## src/rtl/core/bfm_pkg.sv

```systemverilog
// shared types, constants and width helpers for the buffer frame manager
package bfm_pkg;

   localparam int BFM_FRAMES = 8;
   localparam int BFM_CFG_W = 4;
   localparam int BFM_BLK_W = 8;
   localparam int BFM_FIDX_W = 3;
   localparam logic [BFM_CFG_W-1:0] BFM_CFG_RESET = 4'd8;

   typedef enum logic [1:0] {
      CMD_GET,
      CMD_PIN,
      CMD_UNPIN,
      CMD_RSVD
   } cmd_type;

   typedef enum logic [2:0] {
      ST_HIT,
      ST_LOADED,
      ST_FULL,
      ST_NOT_RESIDENT,
      ST_BAD
   } status_type;

   typedef enum logic {
      BFM_IDLE,
      BFM_EXEC
   } state_type;

   typedef struct packed {
      logic load_req;
      logic commit;
      logic ptr_reduce;
   } ctl_cmd_type;

   typedef struct packed {
      logic ptr_ok;
   } dp_status_type;

   // bits to index a frame
   function automatic int bfm_idx_w(int frames);
      return (frames > 1) ? $clog2(frames) : 1;
   endfunction

   // bits to hold a frame count
   function automatic int bfm_cnt_w(int frames);
      return $clog2(frames + 1);
   endfunction

   // frame index on the result port: three bits unless the pool needs more
   function automatic int bfm_fidx_w(int frames);
      return (frames > 8) ? $clog2(frames) : BFM_FIDX_W;
   endfunction

endpackage

```

## src/rtl/core/bfm_ifs.sv

```systemverilog
// request, response and configuration channel interfaces
interface bfm_req_if import bfm_pkg::*; ();
   logic                 valid;
   logic                 ready;
   logic [1:0]           cmd;
   logic [BFM_BLK_W-1:0] block_number;
   logic                 mark_dirty;

   modport source (output valid, output cmd, output block_number, output mark_dirty,
                   input ready);
   modport sink (input valid, input cmd, input block_number, input mark_dirty,
                 output ready);
endinterface

interface bfm_rsp_if import bfm_pkg::*; #(
   parameter int FIDX_W = BFM_FIDX_W
) ();
   logic                 valid;
   logic                 ready;
   logic [2:0]           status;
   logic [FIDX_W-1:0]    frame_index;
   logic                 read_request;
   logic                 writeback_valid;
   logic [BFM_BLK_W-1:0] writeback_block;

   modport source (output valid, output status, output frame_index, output read_request,
                   output writeback_valid, output writeback_block, input ready);
   modport sink (input valid, input status, input frame_index, input read_request,
                 input writeback_valid, input writeback_block, output ready);
endinterface

interface bfm_csr_if import bfm_pkg::*; ();
   logic                 valid;
   logic                 ready;
   logic [BFM_CFG_W-1:0] frames_in_use;

   modport source (output valid, output frames_in_use, input ready);
   modport sink (input valid, input frames_in_use, output ready);
endinterface

```

## src/rtl/core/bfm_ctrl.sv

```systemverilog
// controller: request/execute sequencing and result register handshake
module bfm_ctrl import bfm_pkg::*; (
   input  logic          clock,
   input  logic          reset,
   input  logic          req_valid,
   output logic          req_ready,
   output logic          rsp_valid,
   input  logic          rsp_ready,
   input  dp_status_type dp_status,
   output ctl_cmd_type   ctl_cmd
);

   state_type state_ff, state_in;
   logic      out_valid_ff, out_valid_in;
   logic      out_free;

   assign out_free = !out_valid_ff || rsp_ready;

   always_comb begin
      state_in = state_ff;
      case (state_ff)
         BFM_IDLE: begin
            if (req_valid) state_in = BFM_EXEC;
         end
         BFM_EXEC: begin
            if (dp_status.ptr_ok && out_free) state_in = BFM_IDLE;
         end
         default: state_in = BFM_IDLE;
      endcase
   end

   always_comb begin
      req_ready          = 1'b0;
      ctl_cmd.load_req   = 1'b0;
      ctl_cmd.commit     = 1'b0;
      ctl_cmd.ptr_reduce = 1'b0;
      case (state_ff)
         BFM_IDLE: begin
            req_ready        = 1'b1;
            ctl_cmd.load_req = req_valid;
         end
         BFM_EXEC: begin
            // pointer is brought below the frame count before any search
            ctl_cmd.ptr_reduce = !dp_status.ptr_ok;
            ctl_cmd.commit     = dp_status.ptr_ok && out_free;
         end
         default: begin
            req_ready = 1'b0;
         end
      endcase
   end

   assign out_valid_in = ctl_cmd.commit || (out_valid_ff && !rsp_ready);
   assign rsp_valid    = out_valid_ff;

   always_ff @(posedge clock) begin
      if (reset) begin
         state_ff     <= BFM_IDLE;
         out_valid_ff <= 1'b0;
      end else begin
         state_ff     <= state_in;
         out_valid_ff <= out_valid_in;
      end
   end

endmodule

```

## src/rtl/core/bfm_datapath.sv

```systemverilog
// datapath: frame table, tag compare, empty and victim pick, result register
module bfm_datapath import bfm_pkg::*; #(
   parameter int FRAMES = BFM_FRAMES
) (
   input  logic                      clock,
   input  logic                      reset,
   input  logic [1:0]                req_cmd,
   input  logic [BFM_BLK_W-1:0]      req_block_number,
   input  logic                      req_mark_dirty,
   input  logic                      csr_write,
   input  logic [BFM_CFG_W-1:0]      csr_frames_in_use,
   input  ctl_cmd_type               ctl_cmd,
   output dp_status_type             dp_status,
   output logic [2:0]                rsp_status,
   output logic [bfm_fidx_w(FRAMES)-1:0] rsp_frame_index,
   output logic                      rsp_read_request,
   output logic                      rsp_writeback_valid,
   output logic [BFM_BLK_W-1:0]      rsp_writeback_block
);

   localparam int IDX_W  = bfm_idx_w(FRAMES);
   localparam int CNT_W  = bfm_cnt_w(FRAMES);
   localparam int FIDX_W = bfm_fidx_w(FRAMES);

   // request register
   logic [1:0]           cmd_ff;
   logic [BFM_BLK_W-1:0] blk_ff;
   logic                 mark_ff;

   // frame table
   logic [BFM_BLK_W-1:0] frame_tag_ff [FRAMES];
   logic [FRAMES-1:0]    frame_valid_ff, frame_valid_in;
   logic [FRAMES-1:0]    frame_dirty_ff, frame_dirty_in;
   logic [FRAMES-1:0]    frame_pinned_ff, frame_pinned_in;
   logic [IDX_W-1:0]     victim_ptr_ff, victim_ptr_in;
   logic [IDX_W-1:0]     start_ff, start_in;
   logic [BFM_CFG_W-1:0] frames_in_use_ff;

   // result register
   logic [2:0]           status_ff;
   logic [FIDX_W-1:0]    fidx_ff;
   logic                 rd_ff;
   logic                 wbv_ff;
   logic [BFM_BLK_W-1:0] wbb_ff;

   logic [CNT_W-1:0]     n_act;
   logic [FRAMES-1:0]    hit_vec, empty_vec, cand_vec, cand_hi_vec;
   logic [IDX_W-1:0]     hit_idx, empty_idx, cand_idx, cand_hi_idx, victim_idx;
   logic [CNT_W-1:0]     victim_next;
   cmd_type              cmd_e;
   status_type           status_c;
   logic [IDX_W-1:0]     tgt;
   logic                 bad, load, evict, set_pin, clr_pin, set_dirty, wbv_c;
   logic [BFM_BLK_W-1:0] wbb_c;

   // frames_in_use of zero acts as one, above the pool acts as the pool
   always_comb begin
      if (frames_in_use_ff == '0) begin
         n_act = CNT_W'(1);
      end else if (32'(frames_in_use_ff) > FRAMES) begin
         n_act = CNT_W'(FRAMES);
      end else begin
         n_act = CNT_W'(frames_in_use_ff);
      end
   end

   // search start is a copy of the pointer reduced below the frame count
   assign dp_status.ptr_ok = CNT_W'(start_ff) < n_act;

   always_comb begin
      start_in = start_ff;
      if (ctl_cmd.load_req) begin
         start_in = victim_ptr_ff;
      end else if (ctl_cmd.ptr_reduce) begin
         start_in = IDX_W'(CNT_W'(start_ff) - n_act);
      end
   end

   // parallel compare over the active frames
   always_comb begin
      for (int i = 0; i < FRAMES; i++) begin
         hit_vec[i]     = (CNT_W'(i) < n_act) && frame_valid_ff[i]
                          && (frame_tag_ff[i] == blk_ff);
         empty_vec[i]   = (CNT_W'(i) < n_act) && !frame_valid_ff[i];
         cand_vec[i]    = (CNT_W'(i) < n_act) && !frame_pinned_ff[i];
         cand_hi_vec[i] = cand_vec[i] && (IDX_W'(i) >= start_ff);
      end
   end

   // lowest set bit of each vector
   always_comb begin
      hit_idx     = '0;
      empty_idx   = '0;
      cand_idx    = '0;
      cand_hi_idx = '0;
      for (int i = FRAMES - 1; i >= 0; i--) begin
         if (hit_vec[i])     hit_idx     = IDX_W'(i);
         if (empty_vec[i])   empty_idx   = IDX_W'(i);
         if (cand_vec[i])    cand_idx    = IDX_W'(i);
         if (cand_hi_vec[i]) cand_hi_idx = IDX_W'(i);
      end
   end

   // round robin: first unpinned at or after the pointer, else wrap to the lowest
   assign victim_idx  = (|cand_hi_vec) ? cand_hi_idx : cand_idx;
   assign victim_next = CNT_W'(victim_idx) + CNT_W'(1);

   always_comb begin
      cmd_e     = cmd_type'(cmd_ff);
      bad       = (cmd_e == CMD_RSVD) || (blk_ff == '0);
      status_c  = ST_HIT;
      tgt       = '0;
      load      = 1'b0;
      evict     = 1'b0;
      set_pin   = 1'b0;
      clr_pin   = 1'b0;
      set_dirty = 1'b0;
      wbv_c     = 1'b0;
      wbb_c     = '0;
      if (bad) begin
         status_c = ST_BAD;
      end else if (cmd_e == CMD_UNPIN) begin
         if (|hit_vec) begin
            tgt     = hit_idx;
            clr_pin = 1'b1;
         end else begin
            status_c = ST_NOT_RESIDENT;
         end
      end else begin
         if (|hit_vec) begin
            tgt = hit_idx;
         end else if (|empty_vec) begin
            tgt      = empty_idx;
            load     = 1'b1;
            status_c = ST_LOADED;
         end else if (|cand_vec) begin
            tgt      = victim_idx;
            load     = 1'b1;
            evict    = 1'b1;
            status_c = ST_LOADED;
            wbv_c    = frame_dirty_ff[victim_idx];
            wbb_c    = frame_dirty_ff[victim_idx] ? frame_tag_ff[victim_idx] : '0;
         end else begin
            status_c = ST_FULL;
         end
         if (status_c != ST_FULL) begin
            set_pin   = (cmd_e == CMD_PIN);
            set_dirty = (cmd_e == CMD_GET) && mark_ff;
         end
      end
   end

   always_comb begin
      frame_valid_in  = frame_valid_ff;
      frame_dirty_in  = frame_dirty_ff;
      frame_pinned_in = frame_pinned_ff;
      victim_ptr_in   = victim_ptr_ff;
      if (ctl_cmd.commit) begin
         if (load) begin
            // a fresh load starts clean and unpinned before the command's marks
            frame_valid_in[tgt]  = 1'b1;
            frame_dirty_in[tgt]  = set_dirty;
            frame_pinned_in[tgt] = set_pin;
         end else begin
            if (set_pin)   frame_pinned_in[tgt] = 1'b1;
            if (clr_pin)   frame_pinned_in[tgt] = 1'b0;
            if (set_dirty) frame_dirty_in[tgt]  = 1'b1;
         end
         if (evict) begin
            victim_ptr_in = (victim_next == n_act) ? '0 : IDX_W'(victim_next);
         end
      end
   end

   always_ff @(posedge clock) begin
      if (reset) begin
         frame_valid_ff   <= '0;
         frame_dirty_ff   <= '0;
         frame_pinned_ff  <= '0;
         victim_ptr_ff    <= '0;
         start_ff         <= '0;
         frames_in_use_ff <= BFM_CFG_RESET;
      end else begin
         frame_valid_ff  <= frame_valid_in;
         frame_dirty_ff  <= frame_dirty_in;
         frame_pinned_ff <= frame_pinned_in;
         victim_ptr_ff   <= victim_ptr_in;
         start_ff        <= start_in;
         if (csr_write) frames_in_use_ff <= csr_frames_in_use;
      end
   end

   always_ff @(posedge clock) begin
      if (ctl_cmd.load_req) begin
         cmd_ff  <= req_cmd;
         blk_ff  <= req_block_number;
         mark_ff <= req_mark_dirty;
      end
      if (ctl_cmd.commit && load) begin
         frame_tag_ff[tgt] <= blk_ff;
      end
      if (ctl_cmd.commit) begin
         status_ff <= status_c;
         fidx_ff   <= (status_c == ST_HIT || status_c == ST_LOADED) ? FIDX_W'(tgt) : '0;
         rd_ff     <= load;
         wbv_ff    <= wbv_c;
         wbb_ff    <= wbb_c;
      end
   end

   assign rsp_status          = status_ff;
   assign rsp_frame_index     = fidx_ff;
   assign rsp_read_request    = rd_ff;
   assign rsp_writeback_valid = wbv_ff;
   assign rsp_writeback_block = wbb_ff;

endmodule

```

## src/rtl/core/buffer_frame_manager.sv

```systemverilog
// Buffer frame manager: tracks which disk block sits in each of FRAMES frames, with valid,
// dirty and pinned marks, and answers get, pin and unpin requests with one result item each.
// A request is registered and then executed: in the execute state the datapath
// compares every active frame's tag in parallel, picks the lowest empty frame or the
// round-robin victim, updates the frame table and loads the result register. A new item is
// taken in the cycle after a result is loaded, even while that result waits on rsp ready;
// the execute state holds while the previous result has not been taken yet, and while the
// copy of the victim pointer is being reduced. The victim search starts at the victim
// pointer modulo the frame count; the stored pointer changes only on an eviction. While the
// pointer is at or beyond the active frame count, each item first subtracts the frame count
// from a copy of the pointer, repeatedly, until the copy lies below it. The configuration
// write is always ready and must only be issued while the block is idle.
module buffer_frame_manager import bfm_pkg::*; #(
   parameter int FRAMES = BFM_FRAMES
) (
   input logic        clock,
   input logic        reset,
   bfm_req_if.sink    req_chan,
   bfm_rsp_if.source  rsp_chan,
   bfm_csr_if.sink    csr_chan
);

   localparam int FIDX_W = bfm_fidx_w(FRAMES);

   ctl_cmd_type   ctl_cmd;
   dp_status_type dp_status;

   assign csr_chan.ready = 1'b1;

   bfm_ctrl u_ctrl (
      .clock     (clock),
      .reset     (reset),
      .req_valid (req_chan.valid),
      .req_ready (req_chan.ready),
      .rsp_valid (rsp_chan.valid),
      .rsp_ready (rsp_chan.ready),
      .dp_status (dp_status),
      .ctl_cmd   (ctl_cmd)
   );

   bfm_datapath #(
      .FRAMES (FRAMES)
   ) u_datapath (
      .clock               (clock),
      .reset               (reset),
      .req_cmd             (req_chan.cmd),
      .req_block_number    (req_chan.block_number),
      .req_mark_dirty      (req_chan.mark_dirty),
      .csr_write           (csr_chan.valid),
      .csr_frames_in_use   (csr_chan.frames_in_use),
      .ctl_cmd             (ctl_cmd),
      .dp_status           (dp_status),
      .rsp_status          (rsp_chan.status),
      .rsp_frame_index     (rsp_chan.frame_index[FIDX_W-1:0]),
      .rsp_read_request    (rsp_chan.read_request),
      .rsp_writeback_valid (rsp_chan.writeback_valid),
      .rsp_writeback_block (rsp_chan.writeback_block)
   );

endmodule

```

## src/flat_wrapper.sv

```systemverilog
// flat-port wrapper written by rule: the top's interface ports become plain ports
module buffer_frame_manager_flat import bfm_pkg::*;
#(
   parameter int FRAMES = BFM_FRAMES
)
  (clock, reset, req_chan_valid, req_chan_cmd, req_chan_block_number, req_chan_mark_dirty, req_chan_ready, rsp_chan_valid, rsp_chan_status, rsp_chan_frame_index, rsp_chan_read_request, rsp_chan_writeback_valid, rsp_chan_writeback_block, rsp_chan_ready, csr_chan_valid, csr_chan_frames_in_use, csr_chan_ready);
  bfm_req_if req_chan_i ();
  bfm_rsp_if rsp_chan_i ();
  bfm_csr_if csr_chan_i ();
  input logic clock;
  input logic reset;
  input wire logic [$bits(req_chan_i.valid)-1:0] req_chan_valid;
  input wire logic [$bits(req_chan_i.cmd)-1:0] req_chan_cmd;
  input wire logic [$bits(req_chan_i.block_number)-1:0] req_chan_block_number;
  input wire logic [$bits(req_chan_i.mark_dirty)-1:0] req_chan_mark_dirty;
  output wire logic [$bits(req_chan_i.ready)-1:0] req_chan_ready;
  output wire logic [$bits(rsp_chan_i.valid)-1:0] rsp_chan_valid;
  output wire logic [$bits(rsp_chan_i.status)-1:0] rsp_chan_status;
  output wire logic [$bits(rsp_chan_i.frame_index)-1:0] rsp_chan_frame_index;
  output wire logic [$bits(rsp_chan_i.read_request)-1:0] rsp_chan_read_request;
  output wire logic [$bits(rsp_chan_i.writeback_valid)-1:0] rsp_chan_writeback_valid;
  output wire logic [$bits(rsp_chan_i.writeback_block)-1:0] rsp_chan_writeback_block;
  input wire logic [$bits(rsp_chan_i.ready)-1:0] rsp_chan_ready;
  input wire logic [$bits(csr_chan_i.valid)-1:0] csr_chan_valid;
  input wire logic [$bits(csr_chan_i.frames_in_use)-1:0] csr_chan_frames_in_use;
  output wire logic [$bits(csr_chan_i.ready)-1:0] csr_chan_ready;
  assign req_chan_i.valid = req_chan_valid;
  assign req_chan_i.cmd = req_chan_cmd;
  assign req_chan_i.block_number = req_chan_block_number;
  assign req_chan_i.mark_dirty = req_chan_mark_dirty;
  assign req_chan_ready = req_chan_i.ready;
  assign rsp_chan_valid = rsp_chan_i.valid;
  assign rsp_chan_status = rsp_chan_i.status;
  assign rsp_chan_frame_index = rsp_chan_i.frame_index;
  assign rsp_chan_read_request = rsp_chan_i.read_request;
  assign rsp_chan_writeback_valid = rsp_chan_i.writeback_valid;
  assign rsp_chan_writeback_block = rsp_chan_i.writeback_block;
  assign rsp_chan_i.ready = rsp_chan_ready;
  assign csr_chan_i.valid = csr_chan_valid;
  assign csr_chan_i.frames_in_use = csr_chan_frames_in_use;
  assign csr_chan_ready = csr_chan_i.ready;
  buffer_frame_manager #(.FRAMES(FRAMES)) u_core (.clock(clock), .reset(reset), .req_chan(req_chan_i), .rsp_chan(rsp_chan_i), .csr_chan(csr_chan_i));
endmodule
```

## config.mk

```make
export PLATFORM = sky130hd
export DESIGN_NAME = buffer_frame_manager_flat
export DESIGN_NICKNAME = d
export VERILOG_FILES = /design/src/rtl/core/bfm_pkg.sv /design/src/rtl/core/bfm_ifs.sv /design/src/rtl/core/bfm_ctrl.sv /design/src/rtl/core/bfm_datapath.sv /design/src/rtl/core/buffer_frame_manager.sv /design/src/flat_wrapper.sv
export SDC_FILE = /design/constraint.sdc
export NUM_CORES = 1
export LEC_CHECK = 0
export BUFFER_PORTS_ARGS = -buffer_cell sky130_fd_sc_hd__clkbuf_2
export CAP_MARGIN = 20
export CORE_MARGIN = 5
export CORE_UTILIZATION = 50
export CTS_CLUSTER_SIZE = 16
export DETAILED_ROUTE_END_ITERATION = 8
export PLACE_DENSITY = 0.71
export SLEW_MARGIN = 40
export SYNTH_ARGS = -nofsm -noshare
export SYNTH_HDL_FRONTEND = slang
export SYNTH_HIERARCHICAL = 1
export SYNTH_SLANG_ARGS = --single-unit
```

## constraint.sdc

```tcl
create_clock -name clock -period 4.3 [get_ports clock]
set_clock_uncertainty 0.2 [all_clocks]
set_input_delay 0.43 -clock clock [delete_from_list [all_inputs] [get_ports clock]]
set_output_delay 0.43 -clock clock [all_outputs]
set_load 0.05 [all_outputs]
```

# Word level (Yosys, flattened, before mapping)
# Memory sizes are Yosys's and may differ from the RTL's. A register that Yosys moved wholly into a read port is not among the register bits.
# Cells that the tools add are included.
[totals]
ff_bits = 55
memories = 1
out_inout_bits = 19
mem_bits_rw = 64
wordCells = 235
input_bits = 20
[classes]
n_mux = 91
n_eq_ne = 14
n_reduce_logical = 83
magnitude_cmp = 21
bitwise_logic = 8
add_sub_neg = 2
[memory_table]
columns = ["name", "words", "word_bits", "read_ports", "rd_clocked_by_memory_dff", "wr", "line_no", "rtl"]
rows = [
  ["u_core.u_datapath.frame_tag_ff", 8, 8, 9, 1, 1, "bfm_datapath.sv:31", "logic [BFM_BLK_W-1:0] frame_tag_ff [FRAMES];"],
]
[ops]
columns = ["op", "count"]
rows = [
  ["$mux W3", 46],
  ["$eq A8 B8 Y1", 8],
  ["$mux W8", 7],
  ["$logic_and A1 B1 Y1", 45],
  ["$reduce_or A8 Y1", 4],
  ["$mux W1", 26],
  ["$or A8 B8 Y8", 3],
  ["$reduce_or A20 Y1", 1],
  ["$logic_not A1 Y1", 19],
  ["$reduce_or A19 Y1", 1],
  ["$bwmux W8", 2],
  ["$lt A3 B4 Y1 const A", 4],
  ["$ge A3 B3 Y1 const A", 4],
  ["$mux W2", 5],
  ["$and A8 B8 Y8", 1],
  ["$logic_not A8 Y1", 1],
  ["$lt A1 B4 Y1 const A", 2],
  ["$lt A2 B4 Y1 const A", 2],
  ["$lt A3 B4 Y1 const B", 2],
  ["$mux W4", 2],
  ["$not A8 Y8", 1],
  ["$ge A1 B3 Y1 const A", 2],
  ["$ge A2 B3 Y1 const A", 2],
  ["$reduce_and A2 Y1", 3],
  ["other kinds (19)", 26],
]

# Depth between registers and ports, before layout
[logic_depth]
ltp_word = 31
depth_mapped = 17
ltp_nobuf = 16

# By module
# The synthesis kept the hierarchy.
[by_module_without_submodules]
columns = ["module", "seq_area_each_um2", "area_per_inst_um2", "instances", "cells_each"]
rows = [
  ["bfm_datapath", 3413.3, 6754.0, 1, 603],
  ["bfm_ctrl", 40.0, 97.6, 1, 11],
  ["buffer_frame_manager", 0.0, 11.3, 1, 2],
]

# Worst setup path before layout
# No wires, ideal clock.
[synth_timing]
kind = "reg-to-reg"
startpoint = "register u_core.u_datapath.frames_in_use_ff[1]"
endpoint = "memory u_core.u_datapath.frame_tag_ff[7][0] (enable)"
arrival_time_ps = 4063
t_required_ps = 3702
n_path_buf = 1
setup_ps = 398
stages_incl_launch_ff = 15
synth_period_minus_slack_ps = 4661
setup_slack_ps = -361
cell_sequence = "dfxtp_1 > buf_4 > nor2_1 > nor2_1 > nor2_1 > ha_1 > fa_1 > nor2b_1 > o21ai_0 > nand2_1 > nor2b_1 > nand2_1 > nor2_1 > nand4_1 > nor4_1"
[synth_lines]
columns = ["element", "line_no", "rtl"]
rows = [
  ["start: declaration", "bfm_datapath.sv:37", "logic [BFM_CFG_W-1:0] frames_in_use_ff;"],
  ["start signal: assignment", "bfm_datapath.sv:189", "if (csr_write) frames_in_use_ff <= csr_frames_in_use;"],
  ["end: declaration", "bfm_datapath.sv:31", ""],
]

# Final worst setup path
[layout_timing]
startpoint = "register u_core.u_datapath.frames_in_use_ff[3]"
endpoint = "memory u_core.u_datapath.frame_tag_ff[4][7] (enable)"
[layout_via]
elab_chain_len = 20
elab_cells_between_ends = 106
classes_between = "order compare: 10; mux: 49; reduce/logical: 47"
[layout_lines]
columns = ["element", "line_no", "rtl"]
rows = [
  ["$gt A4 B4 Y1", "bfm_datapath.sv:60", "end else if (32'(frames_in_use_ff) > FRAMES) begin"],
  ["$mux W4", "bfm_datapath.sv:60", ""],
  ["$mux W4 (*)", "bfm_datapath.sv:58", "if (frames_in_use_ff == '0) begin"],
  ["$lt A3 B4 Y1", "bfm_datapath.sv:82, bfm_datapath.sv:84, bfm_datapath.sv:85", ""],
  ["$logic_and A1 B1 Y1", "bfm_datapath.sv:85", "cand_vec[i] = (CNT_W'(i) < n_act) && !frame_pinned_ff[i];"],
  ["$logic_and A1 B1 Y1", "bfm_datapath.sv:86", "cand_hi_vec[i] = cand_vec[i] && (IDX_W'(i) >= start_ff);"],
  ["$mux W3 (8 in a row)", "bfm_datapath.sv:100", "if (cand_hi_vec[i]) cand_hi_idx = IDX_W'(i);"],
  ["$mux W3", "bfm_datapath.sv:105", "assign victim_idx = (|cand_hi_vec) ? cand_hi_idx : cand_idx;"],
  ["$mux W3", "bfm_datapath.sv:136", "end else if (|cand_vec) begin"],
  ["$mux W3", "bfm_datapath.sv:132", "end else if (|empty_vec) begin"],
  ["$mux W3", "bfm_datapath.sv:130", "if (|hit_vec) begin"],
  ["$mux W3", "bfm_datapath.sv:122", "end else if (cmd_e == CMD_UNPIN) begin"],
  ["$mux W3", "bfm_datapath.sv:120", "if (bad) begin"],
]
# Every way passes the cells marked *; elsewhere a longest branch is shown, timed or not.

==> out/qor.yml <==
run_status:
  outcome: "complete, no violations"
grt:
  grt_pass1_vias: 4971
  grt_util_all_layers_pct: 21.5
  overflow: 0
  antenna_found_initial: 1
  grt_pass1_wl_mm: 26.9
  grt_max_degree: 22
detailed_routing:
  drtIter0Drc: 376
  antenna_left: 0
  detail_route.wl_per_cell_um: 19.4
  wirelength_mm: 16.7
  viasPerCell: 5.79
  first_pass_iters: 5
  vias: 4977
  drc: 0
worst_hold_path:
  hold-path-endpoint: "u_core/u_datapath/frames_in_use_ff[3]"
  min_path_cells: 3
  hp-start: "csr_chan_frames_in_use[3]"
  hold_class: "input pin to register"
worst_setup_path:
  start_kind: "register"
  r2r_end: "u_core/u_datapath/frame_tag_ff[4][7]"
  crit_type: "register to register"
  cp_max_fo: 18
  rrSetupSlack_ns: 0.33
  r2r_start: "u_core/u_datapath/frames_in_use_ff[3]"
  arrival_ns: 3.86
  reg2reg_depth: 10
  cp-end-kind: "register"
  crit_required_ns: 4.19
cells_and_area:
  final_common_cell: "edfxtp_1"
  syn_to_final_growth_pct: 16.0
  nNetsFinal: 694
  layout-drive-gt1-share_pct: 17.0
  antennaDiodeCount: 0
  utilization_pct: 59.6
  final_cell_mix: "edfxtp_1 (91), mux2i_1 (78), nor2_1 (47)"
power:
  p_per_area_nw_per_um2: 391
  leakage_nw: 3.14
  max-vdd-ir-drop_mv: 0.306
sta:
  worst_slew_pin_slew_ns: 0.774
  tns_ns: 0
  maxSlewViolCount: 0
  setup_viol: 0
  fmax_ghz: 0.252
  slew_headroom_pct: 48.4
  hold_viol: 0
  min_period_over_period_pct: 92.3
  period_minus_slack_ns: 3.97
  rsz0062_at_grt: "false"
yosys:
  synth_nets: 640
  postSynth.asyncResetShare_pct: 0
  synthDistinctLibCells: 74
  netlist_instances: 616
  avgSynthCellArea_um2: 11.1
  synth_ff_type: "edfxtp_1"
  ys_seq_area_share_pct: 50.3
  synth-edff-count: 91
  ys_ff_latch: 127
  yosys_warnings: 6
  syn-cell-area_um2: 6860
die:
  dieArea_um2: 16200
  die_y_um: 127
  core-area_um2: 13300
  ios: 39
  initial_core_util_pct: 51.4
  num_rows: 42
  die_w_um: 127
clock_tree:
  root_buffer: "clkbuf_16"
  tritoncts: "yes"
  cts-resized-gates: 0
  cts_buffer_depth: 2
  cts_num_sinks: 127
  clock_latency_ns: 0.42
  cts_setup_buffers: 0
  clkTransAtPathRegs_ns: 0.06
  postCtsHoldBufs: 11
  cts_htree_levels: 4
  cts_buffers: 17
flow_run:
  cap_violations: 0
placed_design:
  dp_hpwl_mm: 12.1
  gp_congestion: 0.942
  place.port_buffers: 37
[kinds of logic after synthesis]
kind of cell | after synthesis | synth area share [%]
and+or+nand+nor | 192 | 14.8
DFF | 127 | 50.3
AOI/OAI and AO/OA | 95 | 10.4
muxes | 78 | 11.4
xor gates and xnor gates | 69 | 8.81
buffers and inverters | 50 | 3.35
adders and majority gates | 4 | 0.839
other | 1 | 0.0546
[synth_stat cells (all sizes together), types with 4 or more instances]
cell type	number	share of area, %
nor4	12	1.3
o211ai	4	0.44
nor3	14	1.3
nor2	49	2.8
mux2i	78	11
or3	5	0.46
a22oi	4	0.44
a211oi	10	1.2
nand2	44	2.5
clkbuf	9	0.49
edfxtp	91	40
a21o	4	0.46
buf	22	1.8
nand4	13	1.3
xnor2	38	4.8
nand3	19	1.5
inv	19	1.0
nor2b	7	0.64
o21a	4	0.44
nand2b	9	0.93
o22ai	4	0.36
and2	5	0.46
a211o	5	0.64
dfxtp	36	11
a21oi	13	0.95
xor2	31	4.0
o21ai	18	1.3
[stage by stage]
| step | area [um^2] | total power, W | setup WS, ns | instances | hold WS, ns |
|---|---|---|---|---|---|
| after floorplan | 6870 | 0.00161 | 0.223 | 616 | 0.225 |
| after global placement | 7260 | 0.00169 | 0.447 | 816 | 0.250 |
| after detailed placement | 7260 | 0.00170 | 0.397 | 816 | 0.249 |
| after CTS | 7960 | 0.00313 | 0.376 | 859 | 0.0307 |
| after global routing | 7960 | 0.00322 | 0.0422 | 859 | 0.0413 |
| final | 7960 | 0.00311 | 0.331 | 859 | 0.0390 |
[critical path, stage by stage (launching register included)]
cell and delay, ns:
dfxtp_1 0.78, a211oi_2 0.20, or4_1 0.58, nor4_2 0.34, and4bb_1 0.33, nand2_2 0.17, o31a_4 0.24, inv_2 0.05
nor2_1 0.25, nand3_1 0.21, inv_1 0.29
[sequential cells by signal, indices dropped and copies added, names as in the netlist, named ones only]
register                               count
u_core/u_datapath/rsp_writeback_valid      1
u_core/u_datapath/mark_ff                  1
u_core/u_datapath/victim_ptr_ff            3
u_core/u_ctrl/rsp_valid                    1
u_core/u_datapath/frame_tag_ff            64
u_core/u_datapath/frame_dirty_ff           8
u_core/u_datapath/rsp_read_request         1
u_core/u_datapath/blk_ff                   8
u_core/u_datapath/rsp_writeback_block      8
u_core/u_ctrl/state_ff                     1
u_core/u_datapath/cmd_e                    2
u_core/u_datapath/rsp_frame_index          3
u_core/u_datapath/rsp_status               3
u_core/u_datapath/frames_in_use_ff         4
u_core/u_datapath/start_ff                 3
u_core/u_datapath/frame_valid_ff           8
[worst max-delay path by stage]
stage                                                from                              endpoint  slack [ns]  cells past startpoint
floorplan           u_core/u_datapath/frames_in_use_ff[1]  u_core/u_datapath/frame_tag_ff[1][0]        0.22                     14
global placement    u_core/u_datapath/frames_in_use_ff[3]  u_core/u_datapath/frame_tag_ff[4][1]        0.45                     10
detailed placement  u_core/u_datapath/frames_in_use_ff[3]  u_core/u_datapath/frame_tag_ff[4][5]        0.40                     10
CTS                 u_core/u_datapath/frames_in_use_ff[3]  u_core/u_datapath/frame_tag_ff[4][7]        0.38                     10
global route        u_core/u_datapath/frames_in_use_ff[3]                              register        0.04                     14
finish              u_core/u_datapath/frames_in_use_ff[3]  u_core/u_datapath/frame_tag_ff[4][7]        0.33                     10
[area by class of cell]
| type | instances | area, um^2 |
|---|---|---|
| clock buffer | 17 | 425 |
| clock inverter | 15 | 169 |
| fill | 1111 | 5390 |
| inverter | 19 | 71.3 |
| multi-input combinational | 439 | 3190 |
| sequential | 127 | 3450 |
| tap | 176 | 220 |
| timing repair buffer | 66 | 430 |
[where the power goes]
| part | switching, W | internal, W |
|---|---|---|
| Combinational | 0.000186 | 0.000105 |
| Sequential | 0.0000473 | 0.00134 |
| Clock | 0.000522 | 0.000905 |
| Total | 0.000755 | 0.00235 |
[metal layers]
layer  routed length (um)  track usage [%]
met2                 7780             33.2
met1                 7630             29.7
met3                 1070             6.05
met4                  173             6.50
met5                   13                0
No activity file was read; power rests on OpenSTA's default activity.
